$ cat src/design/tcw_pkg.sv
// shared types and character codes for the text console writer
package tcw_pkg;

    // one stored cell: attribute in the high byte, character in the low byte
    typedef struct packed {
        logic [7:0] attr;
        logic [7:0] ch;
    } t_cell;

    // control flags from the cursor step logic
    typedef struct packed {
        logic store;
        logic scroll;
    } t_put_ctl;

    localparam logic [7:0] CH_BS  = 8'h08;
    localparam logic [7:0] CH_TAB = 8'h09;
    localparam logic [7:0] CH_LF  = 8'h0A;
    localparam logic [7:0] CH_CR  = 8'h0D;
    localparam logic [7:0] CH_NUL = 8'h00;

endpackage

$ cat src/design/tcw_cursor_step.sv
// next cursor position for one put byte, with store and scroll flags
module tcw_cursor_step
    import tcw_pkg::*;
#(
    parameter int COLUMNS  = 80,
    parameter int ROWS     = 25,
    parameter int TAB_STOP = 8,
    parameter int CW       = 7,
    parameter int RW       = 5
) (
    input  logic [CW-1:0] i_col,
    input  logic [RW-1:0] i_row,
    input  logic [7:0]    i_char,
    output logic [CW-1:0] o_col,
    output logic [RW-1:0] o_row,
    output t_put_ctl      o_ctl
);

    logic [CW-1:0] w_tab_col  [COLUMNS];
    logic          w_tab_wrap [COLUMNS];
    logic          w_row_up;

    // constant table: next tab stop per column, and whether it runs off the edge
    for (genvar c = 0; c < COLUMNS; c++) begin : g_tab
        localparam int NXT = (c / TAB_STOP + 1) * TAB_STOP;
        assign w_tab_wrap[c] = (NXT >= COLUMNS);
        assign w_tab_col[c]  = (NXT >= COLUMNS) ? '0 : CW'(NXT);
    end

    always_comb begin
        o_col       = i_col;
        o_row       = i_row;
        o_ctl.store = 1'b0;
        w_row_up    = 1'b0;
        case (i_char)
            CH_LF: begin
                o_col    = '0;
                w_row_up = 1'b1;
            end
            CH_TAB: begin
                o_col    = w_tab_col[i_col];
                w_row_up = w_tab_wrap[i_col];
            end
            CH_CR: begin
                o_col = '0;
            end
            CH_BS: begin
                if (i_col != '0) begin
                    o_col = i_col - CW'(1);
                end else if (i_row != '0) begin
                    o_col = CW'(COLUMNS - 1);
                    o_row = i_row - RW'(1);
                end
            end
            default: begin
                o_ctl.store = 1'b1;
                if (i_col == CW'(COLUMNS - 1)) begin
                    o_col    = '0;
                    w_row_up = 1'b1;
                end else begin
                    o_col = i_col + CW'(1);
                end
            end
        endcase
        o_ctl.scroll = 1'b0;
        if (w_row_up) begin
            if (i_row == RW'(ROWS - 1)) begin
                o_ctl.scroll = 1'b1;
            end else begin
                o_row = i_row + RW'(1);
            end
        end
    end

endmodule

$ cat config.mk
export PLATFORM = sky130hd
export DESIGN_NAME = tcw_cursor_step
export DESIGN_NICKNAME = d
export VERILOG_FILES = /design/src/design/tcw_pkg.sv /design/src/design/tcw_cursor_step.sv
export SDC_FILE = /design/constraint.sdc
export NUM_CORES = 1
export LEC_CHECK = 0
export ABC_AREA = 1
export BUFFER_PORTS_ARGS = -buffer_cell sky130_fd_sc_hd__buf_4
export CAP_MARGIN = 5
export CORE_AREA = 5 5 70 72
export DETAILED_ROUTE_END_ITERATION = 10
export DIE_AREA = 0 0 75 77
export GPL_ROUTABILITY_DRIVEN = 1
export GPL_TIMING_DRIVEN = 0
export PLACE_DENSITY = 0.52
export SYNTH_ARGS = -nofsm -noshare
export SYNTH_HDL_FRONTEND = slang
export SYNTH_SLANG_ARGS = --single-unit
export TNS_END_PERCENT = 5
$ cat constraint.sdc
create_clock -name vclk -period 7.53
set_clock_uncertainty 0.15 [all_clocks]
set_input_delay 2.259 -clock vclk [all_inputs]
set_output_delay 2.259 -clock vclk [all_outputs]
set_load 0.02 [all_outputs]
### Word-level counts from Yosys, hierarchy flattened

Memories as Yosys holds them, arrays and structs flattened.
Index checks and enable logic that the tools add are counted.

* ROM bits: 1024
* word-level logic and storage cells: 37
* latch bits: 0
* memories kept: 2
* bits of input ports: 20
* output and inout port bits: 14
* bits in writable memories: 0
* register bits after elaboration: 0

* order comparisons: 1
* multipliers: 0
* bitwise logic cells: 1
* divide/modulo/power cells: 0
* $add $sub $neg: 4
* eq/ne operators: 6
* multiplexer cells: 18
* reduce and logical (&&, ||, !) cells: 5
* shifts and indexed selects: 0

Memories
* (no name shown): depth 128, bits a word 7, rd ports 1, clocked after Yosys merged registers in 0, write ports 0, line tcw_cursor_step.sv:41 `o_col = w_tab_col[i_col];`
* (no name shown): depth 128, bits a word 1, rd ports 1, clocked after Yosys merged registers in 0, write ports 0, line tcw_cursor_step.sv:42 `w_row_up = w_tab_wrap[i_col];`

Operators by type and width (count)
* $mux W7: 5
* $eq A8 B4 Y1 const B: 4
* $mux W5: 5
* $pmux W7 S3: 1
* $ge A8 B8 Y1 const B: 1
* $not A7 Y8: 1
* $add A7 B1 Y7 const B: 1
* $eq A7 B7 Y1 const B: 1
* $reduce_bool A7 Y1: 1
* $sub A7 B1 Y7 const B: 1
* $mux W1: 6
* $add A5 B1 Y5 const B: 1
* $eq A5 B5 Y1 const B: 1
* $reduce_bool A5 Y1: 1
* $sub A5 B1 Y5 const B: 1
* $reduce_or A2 Y1: 2
* $reduce_or A4 Y1: 1
* $pmux W1 S3: 1

### Depth between registers and ports, before layout

Gate-level depths: netlist of the first run.

* word-level depth: 6
* depth in mapped cells: 15
* mapped depth without buffers: 15

### Worst setup path after synthesis of the first run

No wires, ideal clock.

* path type: input -> output
* start: input port i_col[0]
* end: output port o_col[0]
* arrival time: 3.427 ns
* slack: 1.694 ns
* data required time: 5.121 ns
* stages on the path: 7
* path buffers: 1
* cells stage by stage: inv_1 > ha_1 > nand3_2 > nor2_4 > buf_6 > a21oi_1 > a31oi_1

* cells in the longest elaborated chain, start to end: 5
* elaborated cells on any way between the ends: 12
* classes of those cells: add/sub (2); eq/ne (1); mux (6); bitwise (1); reduce/logical (1); memory (1)

Ends and longest elaborated chain
* start: declaration: line tcw_cursor_step.sv:11 `input logic [CW-1:0] i_col,`
* $not A7 Y8 (implied by the code): line tcw_cursor_step.sv:41
* $mem_v2 Z128 W7
* $mux W7 (implied by the code) (2 in a row): line tcw_cursor_step.sv:41
* $pmux W7 S3 (*): line tcw_cursor_step.sv:35 `case (i_char)`
* end: declaration: line tcw_cursor_step.sv:14 `output logic [CW-1:0] o_col,`

Mark *: on every way between the ends. The rest lies on a longest branch, timed or not. The select of a mux whose other input is x is not followed.

### Final worst setup path of the first run

* start: input port i_row[0]
* end: output port o_col[6]

* cells in the longest elaborated chain, start to end: 4

Ends and longest elaborated chain
* start: declaration: line tcw_cursor_step.sv:12 `input logic [RW-1:0] i_row,`
* $reduce_bool A5 Y1: line tcw_cursor_step.sv:50 `end else if (i_row != '0) begin`
* $mux W7: line tcw_cursor_step.sv:50
* $mux W7: line tcw_cursor_step.sv:48 `if (i_col != '0) begin`
* $pmux W7 S3: line tcw_cursor_step.sv:35

No other way between the ends.

==> results.toml, run 1 <==
[synth]
yosys-top-cells-area = "nand2_1 17%, ha_1 11%, inv_1 9.0%"
yosysTopAreaCellShare = 0.170
avgSynthCellArea_um2 = 5.76
syn_inst = 173
netlist_area_um2 = 996
synth_nets = 202
yosysSeqAreaShare = 0
yosysUniqueCellTypes = 28
synth_top_area_cell = "nand2_1"
ys_warn_count = 0

[finish]
diodes = 0
nFlopsAndLatches = 0
drive_gt1_frac = 0.301
final_cells = 258
final_util = 0.309
fillers = 480
area_growth_syn_to_layout_pct = 31.4
final_nets = 237
multiInputGateArea_um2 = 860
seqCellArea_um2 = 0
clkbuf_count = 0

[sta]
rsz0062_at_grt = "false"
drv_slew = 0
slew-limit-headroom = 0.788
fmax_ghz = 0.163
finalSetupTns_ns = 0
tightest_slew_ns = 0.316
fin_ws_ns = 1.38
whs_ns = 4.77
period_minus_slack_ns = 6.15
finalSetupViolCount = 0
fin_crit_sh = 0.817
finalHoldViolCount = 0

[floorplan]
die_area_um2 = 5780
initial_core_util = 0.235
die_y_um = 77
coreArea_um2 = 4230
ios = 34
die_w_um = 75
rows = 24

[critical_path]
critPathLaunch = "i_row[0]"
path_cells = "buf_4 -> inv_1 -> ha_1 -> inv_1 -> nor2_1 -> nand2_2 -> inv_1 -> nand2_1 -> nand2_1 -> a21oi_1 -> a31oi_1 -> o21ai_1 -> buf_4"
critPathCaptureType = "output pin"
slowest_stage = "ha_1"
cp-start-kind = "input pin"
critPathKind = "input pin to output pin"
path_buf_inv = 5
crit_arrival_ns = 3.74
timing.critical_path.mode_cell = "inv_1"
path_depth = 13
path_delay_family = "buffers and inverters"
crit_path_max_fanout = 7
cpPeakStageDelay_ns = 0.16
required_ns = 5.12

[worst_hold_path]
hold_start = "i_row[4]"
whs_path_depth = 6
hold_path_class = "input pin to output pin"
hold_path_end = "o_row[4]"

[routing]
viasPerCell = 4.52
ant_nets = 0
routed_wl_um = 2710
drcViolationCount = 0
wl_per_cell_um = 10.5
via_count = 1167
drt_iter0_drc = 31
drtPass1Iterations = 4

[grt]
grt_pass1_wl_um = 4880
grt_overflow = 0
grt_pass1_vias = 1127
grt_max_degree = 11
antenna_found_initial = 0
track_usage = 0.0971

[placed_design]
pre_cts_slack_ns = 1.36
dp.final_hpwl_um = 2380
io_buffers = 33
gp_congestion = 0.773
dp_cells = 258

[power_and_ir_drop]
clockPowerShare = 0
ir_drop_mv = 0.0217
seqPwrFrac = 0
p_sw_frac = 0.572
powerDensity_nw_per_um2 = 42.3
comb_power_share = 1.000
power.switching_mw = 0.0317
leakagePower_nw = 0.654
p_int_mw = 0.0237

[run_status]
status = "completed"

[clock_tree]
cts_setup_buffers = 0
cts_hold_buf = 0
cts_resized = 0

[run]
maxCapViolCount = 0
[kinds of logic after synthesis]
| group | after synthesis | synth area share |
|---|---|---|
| simple gates | 97 | 0.515 |
| buf+inv | 33 | 0.137 |
| xor+xnor | 9 | 0.0792 |
| compound gates | 25 | 0.156 |
| fa+ha+maj | 9 | 0.113 |
[cell type report]
cell class	count	area share
buffer	3	0.0182
inverter	30	0.0860
multi-input combinational	140	0.657
tap	52	0.0497
timing repair buffer	33	0.189
[how the worst max path moves through the flow]
stage               end  slack [ns]
2_1_floorplan  o_col[0]        1.69
3_3_place_gp   o_col[6]        1.35
3_5_place_dp   o_col[6]        1.36
4_1_cts        o_col[6]        1.36
5_1_grt        o_row[0]        1.16
6_report       o_col[6]        1.38
[cell usage after synthesis (4+ instances only)]
master and number:
xor2_1 8, ha_1 9, nand3_2 4, nor2_4 4, nand3_1 15, o211ai_1 4
nor2_1 11, inv_1 24, a31oi_1 4, nand2_1 45, o21ai_0 7, inv_2 6
a21oi_1 4, nand4_1 5
[cells in the final DEF, fill, tap and decap left out]
master / count
nand2_1: 45
buf_4: 34
inv_1: 24
nand3_1: 15
nor2_1: 11
ha_1: 9
xor2_1: 8
o21ai_0: 7
inv_2: 6
nand4_1: 5
nand3_2: 4
nor2_4: 4
a21oi_1: 4
a31oi_1: 4
o211ai_1: 4
nor2_2: 3
nand2_2: 3
nand2_4: 3
nor3_1: 2
o221ai_1: 2
o21ai_1: 2
a21oi_2: 1
nand3_4: 1
buf_2: 1
buf_6: 1
nor4_2: 1
o2111ai_1: 1
xnor2_1: 1
[routing by layer]
layer | vias up | global-route usage | wire [µm]
li1 | 636 | - | -
met1 | 512 | 0.131 | 1300
met2 | 19 | 0.176 | 1300
met3 | 0 | 0.00654 | 109
met4 | 0 | 0 | 0
met5 | - | 0 | 0
[worst min-delay path: stages]
cell,delay (ns)
buf_4,0.09
nand2_1,0.04
nand2_1,0.06
nand2_1,0.04
nand2_1,0.05
buf_4,0.13
[power by group through the flow]
| stage | combinational (mW) | sequential (mW) | clock (mW) |
|---|---|---|---|
| 5_1_grt | 0.0622 | 0 | 0 |
| 4_1_cts | 0.0561 | 0 | 0 |
| 3_3_place_gp | 0.0559 | 0 | 0 |
| 2_1_floorplan | 0.0322 | 0 | 0 |
| 3_5_place_dp | 0.0558 | 0 | 0 |
| 6_report | 0.0553 | 0 | 0 |
[per-stage QoR]
step                      total power, mW  area [µm²]
after floorplan                    0.0322         996
after global placement             0.0559        1310
after detailed placement           0.0558        1310
after CTS                          0.0561        1310
after global routing               0.0622        1310
final                              0.0553        1310
Power figures use the tool's default switching activity.
==> inputs of run 2 (changes only) <==
Settings changed: PLACE_DENSITY 0.52 to 0.54.
Clock period 7.53 ns to 5.3 ns, I/O delays scaled along.
==> run 2 against run 1 <==
Highest routed layer unchanged. Via count rose by 1.9%. Routed wire length rose by 0.33%. Final area did not move. Clock-buffer cell count did not move. Worst setup slack got worse by 0.90 ns. Critical path type unchanged. Non-clock buffer count did not move. First-iteration DRC count rose by 16%.
==> results.toml, run 2 (same netlist as run 1, synthesis figures left out) <==
[floorplan]
die_area_um2 = 5780
coreArea_um2 = 4230
rows = 24
die_y_um = 77
die_w_um = 75
initial_core_util = 0.235
ios = 34

[critical_path]
critPathCaptureType = "output pin"
path_buf_inv = 5
crit_path_max_fanout = 7
timing.critical_path.mode_cell = "inv_1"
cpPeakStageDelay_ns = 0.16
slowest_stage = "ha_1"
required_ns = 3.56
path_delay_family = "buffers and inverters"
crit_arrival_ns = 3.08
critPathKind = "input pin to output pin"
path_cells = "buf_4 -> inv_1 -> ha_1 -> inv_1 -> nor2_1 -> nand2_2 -> inv_1 -> nand2_1 -> nand2_1 -> a21oi_1 -> a31oi_1 -> o21ai_1 -> buf_4"
cp-start-kind = "input pin"

[grt]
grt_pass1_wl_um = 4880
grt_max_degree = 11
antenna_found_initial = 0
track_usage = 0.0976
grt_overflow = 0
grt_pass1_vias = 1163

[routing]
via_count = 1189
drtPass1Iterations = 4
drt_iter0_drc = 36
wl_per_cell_um = 10.5
dr_wl_met3_um = 113
routed_wl_um = 2720
ant_nets = 0
viasPerCell = 4.61
top_layer = "met3"
drcViolationCount = 0
route.layer.met1.wl_um = 1270
met2_length_um = 1340

[sta]
finalHoldViolCount = 0
finalSetupTns_ns = 0
fin_crit_sh = 0.909
finalSetupViolCount = 0
rsz0062_at_grt = "false"
whs_ns = 3.44
drv_slew = 0
tightest_slew_ns = 0.305
slew-limit-headroom = 0.795
fmax_ghz = 0.208
period_minus_slack_ns = 4.82

[clock_tree]
cts_setup_buffers = 0
cts_resized = 0
cts_hold_buf = 0

[finish]
seqCellArea_um2 = 0
final_nets = 237
diodes = 0
mostFrequentLayoutCell = "nand2_1"
area_growth_syn_to_layout_pct = 31.4
final_cell_mix = "45 x nand2_1, 34 x buf_4, 24 x inv_1"
drive_gt1_frac = 0.301
final_util = 0.309
final_cells = 258
nFlopsAndLatches = 0
clkbuf_count = 0

[worst_hold_path]
hold_path_class = "input pin to output pin"

[placed_design]
dp_cells = 258
dp.final_hpwl_um = 2380
gp_congestion = 0.792
io_buffers = 33

[run]
maxCapViolCount = 0

[run_status]
status = "completed"

[power_and_ir_drop]
powerDensity_nw_per_um2 = 60.1
leakagePower_nw = 0.654
p_total_mw = 0.0787
ir_drop_mv = 0.0230
run 2: cell counts in the layout (fill, tap and decap cells not counted):
No cell type changed its count.
run 2: stage by stage:
step / setup slack, ns / instance area, µm²
2_1_floorplan: 0.802 / 996
3_3_place_gp: 0.476 / 1310
3_5_place_dp: 0.474 / 1310
4_1_cts: 0.471 / 1310
5_1_grt: 0.292 / 1310
6_report: 0.481 / 1310
run 2: layout make-up:
| class | count | area, µm² |
|---|---|---|
| Multi-Input combinational cell | 140 | 860 |
| Buffer | 3 | 23.8 |
| Inverter | 30 | 113 |
| Fill cell | 482 | 2930 |
| Tap cell | 52 | 65.1 |
| Timing Repair Buffer | 33 | 248 |
run 2: final timing paths:
kind	from	slack [ns]	to	depth (start not counted)
worst max-delay path	i_row[0]	0.48	o_col[6]	13
worst min-delay path	i_row[4]	3.44	o_row[4]	6
run 2: metal layers:
layer | track usage | up-vias
li1 | - | 634
met3 | 0.00523 | 0
met4 | 0 | 0
met5 | 0 | -
met1 | 0.129 | 534
met2 | 0.180 | 21
run 2: power breakdown:
part / switching, mW / total (mW) / internal (mW)
sequential: 0 / 0 / 0
combinational: 0.0451 / 0.0787 / 0.0336
clock: 0 / 0 / 0
==> inputs of run 3 (changes only) <==
Settings changed: CAP_MARGIN 5 to default, REMOVE_ABC_BUFFERS from default to 1.
==> run 3 against run 2 <==
Routed wire length shrank 4.2%. Clock-buffer cell count stayed put. Die area did not move. Final area fell by 1.2%. Critical path depth fell by 2. Via count down 1.3%. Total power rose by 0.31%. Utilization fell by 0.38 points. Worst hold slack better by 0.017 ns. First-iteration DRC count fell by 2.8%. Largest power group unchanged. Non-clock buffer count down 2. Highest routed layer unchanged. Sequential cell count unchanged.
==> results.toml, run 3 (same netlist as run 1, synthesis figures left out) <==
[clock_tree]
cts_resized = 0
cts_hold_buf = 0
cts_setup_buffers = 0

[finish]
final_cells = 256
final_nets = 235
drive_gt1_frac = 0.294
diodes = 0
area_growth_syn_to_layout_pct = 29.8
mostFrequentLayoutCell = "nand2_1"
seqCellArea_um2 = 0
final_cell_mix = "45 x nand2_1, 34 x buf_4, 24 x inv_1"
fin_area_um2 = 1290
nFlopsAndLatches = 0
final_util = 0.305
clkbuf_count = 0

[power_and_ir_drop]
ir_drop_mv = 0.0338
powerDensity_nw_per_um2 = 61.1
seqPwrFrac = 0
power.switching_mw = 0.0452
p_int_mw = 0.0338
clockPowerShare = 0
comb_power_share = 1.000
p_sw_frac = 0.572
leakagePower_nw = 0.644
p_total_mw = 0.0789

[routing]
viasPerCell = 4.58
wl_per_cell_um = 10.2
drtPass1Iterations = 4
routed_wl_um = 2610
drcViolationCount = 0
via_count = 1173
drt_iter0_drc = 35
ant_nets = 0

[floorplan]
die_area_um2 = 5780
rows = 24
die_w_um = 75
ios = 34
die_y_um = 77
coreArea_um2 = 4230
initial_core_util = 0.235

[critical_path]
critPathKind = "input pin to output pin"
crit_arrival_ns = 3.21
cp-start-kind = "input pin"
required_ns = 3.56
crit_path_max_fanout = 17
critPathCaptureType = "output pin"

[sta]
period_minus_slack_ns = 4.95
tightest_slew_ns = 0.401
slew-limit-headroom = 0.732
fin_crit_sh = 0.934
rsz0062_at_grt = "false"
finalSetupTns_ns = 0
fmax_ghz = 0.202
fin_ws_ns = 0.348
drv_slew = 0
finalSetupViolCount = 0
whs_ns = 3.45
finalHoldViolCount = 0

[grt]
track_usage = 0.0891
antenna_found_initial = 0
met3_usage = 0.00131
grt_pass1_vias = 1088
grt_use_met1 = 0.126
grt-busiest-layer = "met2"
grt_overflow = 0
grt_pass1_wl_um = 4510
grt_max_degree = 18
grt.met2_usage = 0.158

[run]
maxCapViolCount = 0

[placed_design]
place_area_um2 = 1290
gp_congestion = 0.805
dp_cells = 256
pre_cts_slack_ns = 0.339
dp.final_hpwl_um = 2240
io_buffers = 34

[worst_hold_path]
hold_path_class = "input pin to output pin"
whs_path_depth = 4

[run_status]
status = "completed"
[run 3: cell types whose count changed in the layout (fill, tap and decap cells not counted)]
cell,before,now
buf_2,1,0
buf_6,1,0
[run 3: layout make-up]
| cell class | instances | area, µm² |
|---|---|---|
| Multi-Input combinational cell | 140 | 860 |
| Tap cell | 52 | 65.1 |
| Fill cell | 494 | 2940 |
| Timing Repair Buffer | 34 | 255 |
| Inverter | 30 | 113 |
[run 3: final timing paths]
check	from	slack, ns	endpoint
max	i_col[0]	0.35	o_col[6]
min	i_col[1]	3.45	o_col[1]
[run 3: critical path, stage by stage]
cell and delay (ns):
buf_4 0.12, inv_1 0.10, ha_1 0.22, nand3_2 0.14, nor2_4 0.34, nand2_1 0.12
nand2_1 0.13, a21oi_1 0.06, a31oi_1 0.14, o21ai_1 0.09, buf_4 0.16
[run 3: per-layer routing]
metal,wire length [µm],part of all wire,vias up
li1,-,-,632
met1,1290,0.50,520
met2,1200,0.46,21
met3,119,0.046,0
met4,0,0,0
met5,0,0,-
[run 3: power groups by stage]
stage | Clock [mW] | Sequential [mW] | Combinational [mW]
2_1_floorplan | 0 | 0 | 0.0446
3_3_place_gp | 0 | 0 | 0.0793
3_5_place_dp | 0 | 0 | 0.0793
4_1_cts | 0 | 0 | 0.0798
5_1_grt | 0 | 0 | 0.0878
6_report | 0 | 0 | 0.0789
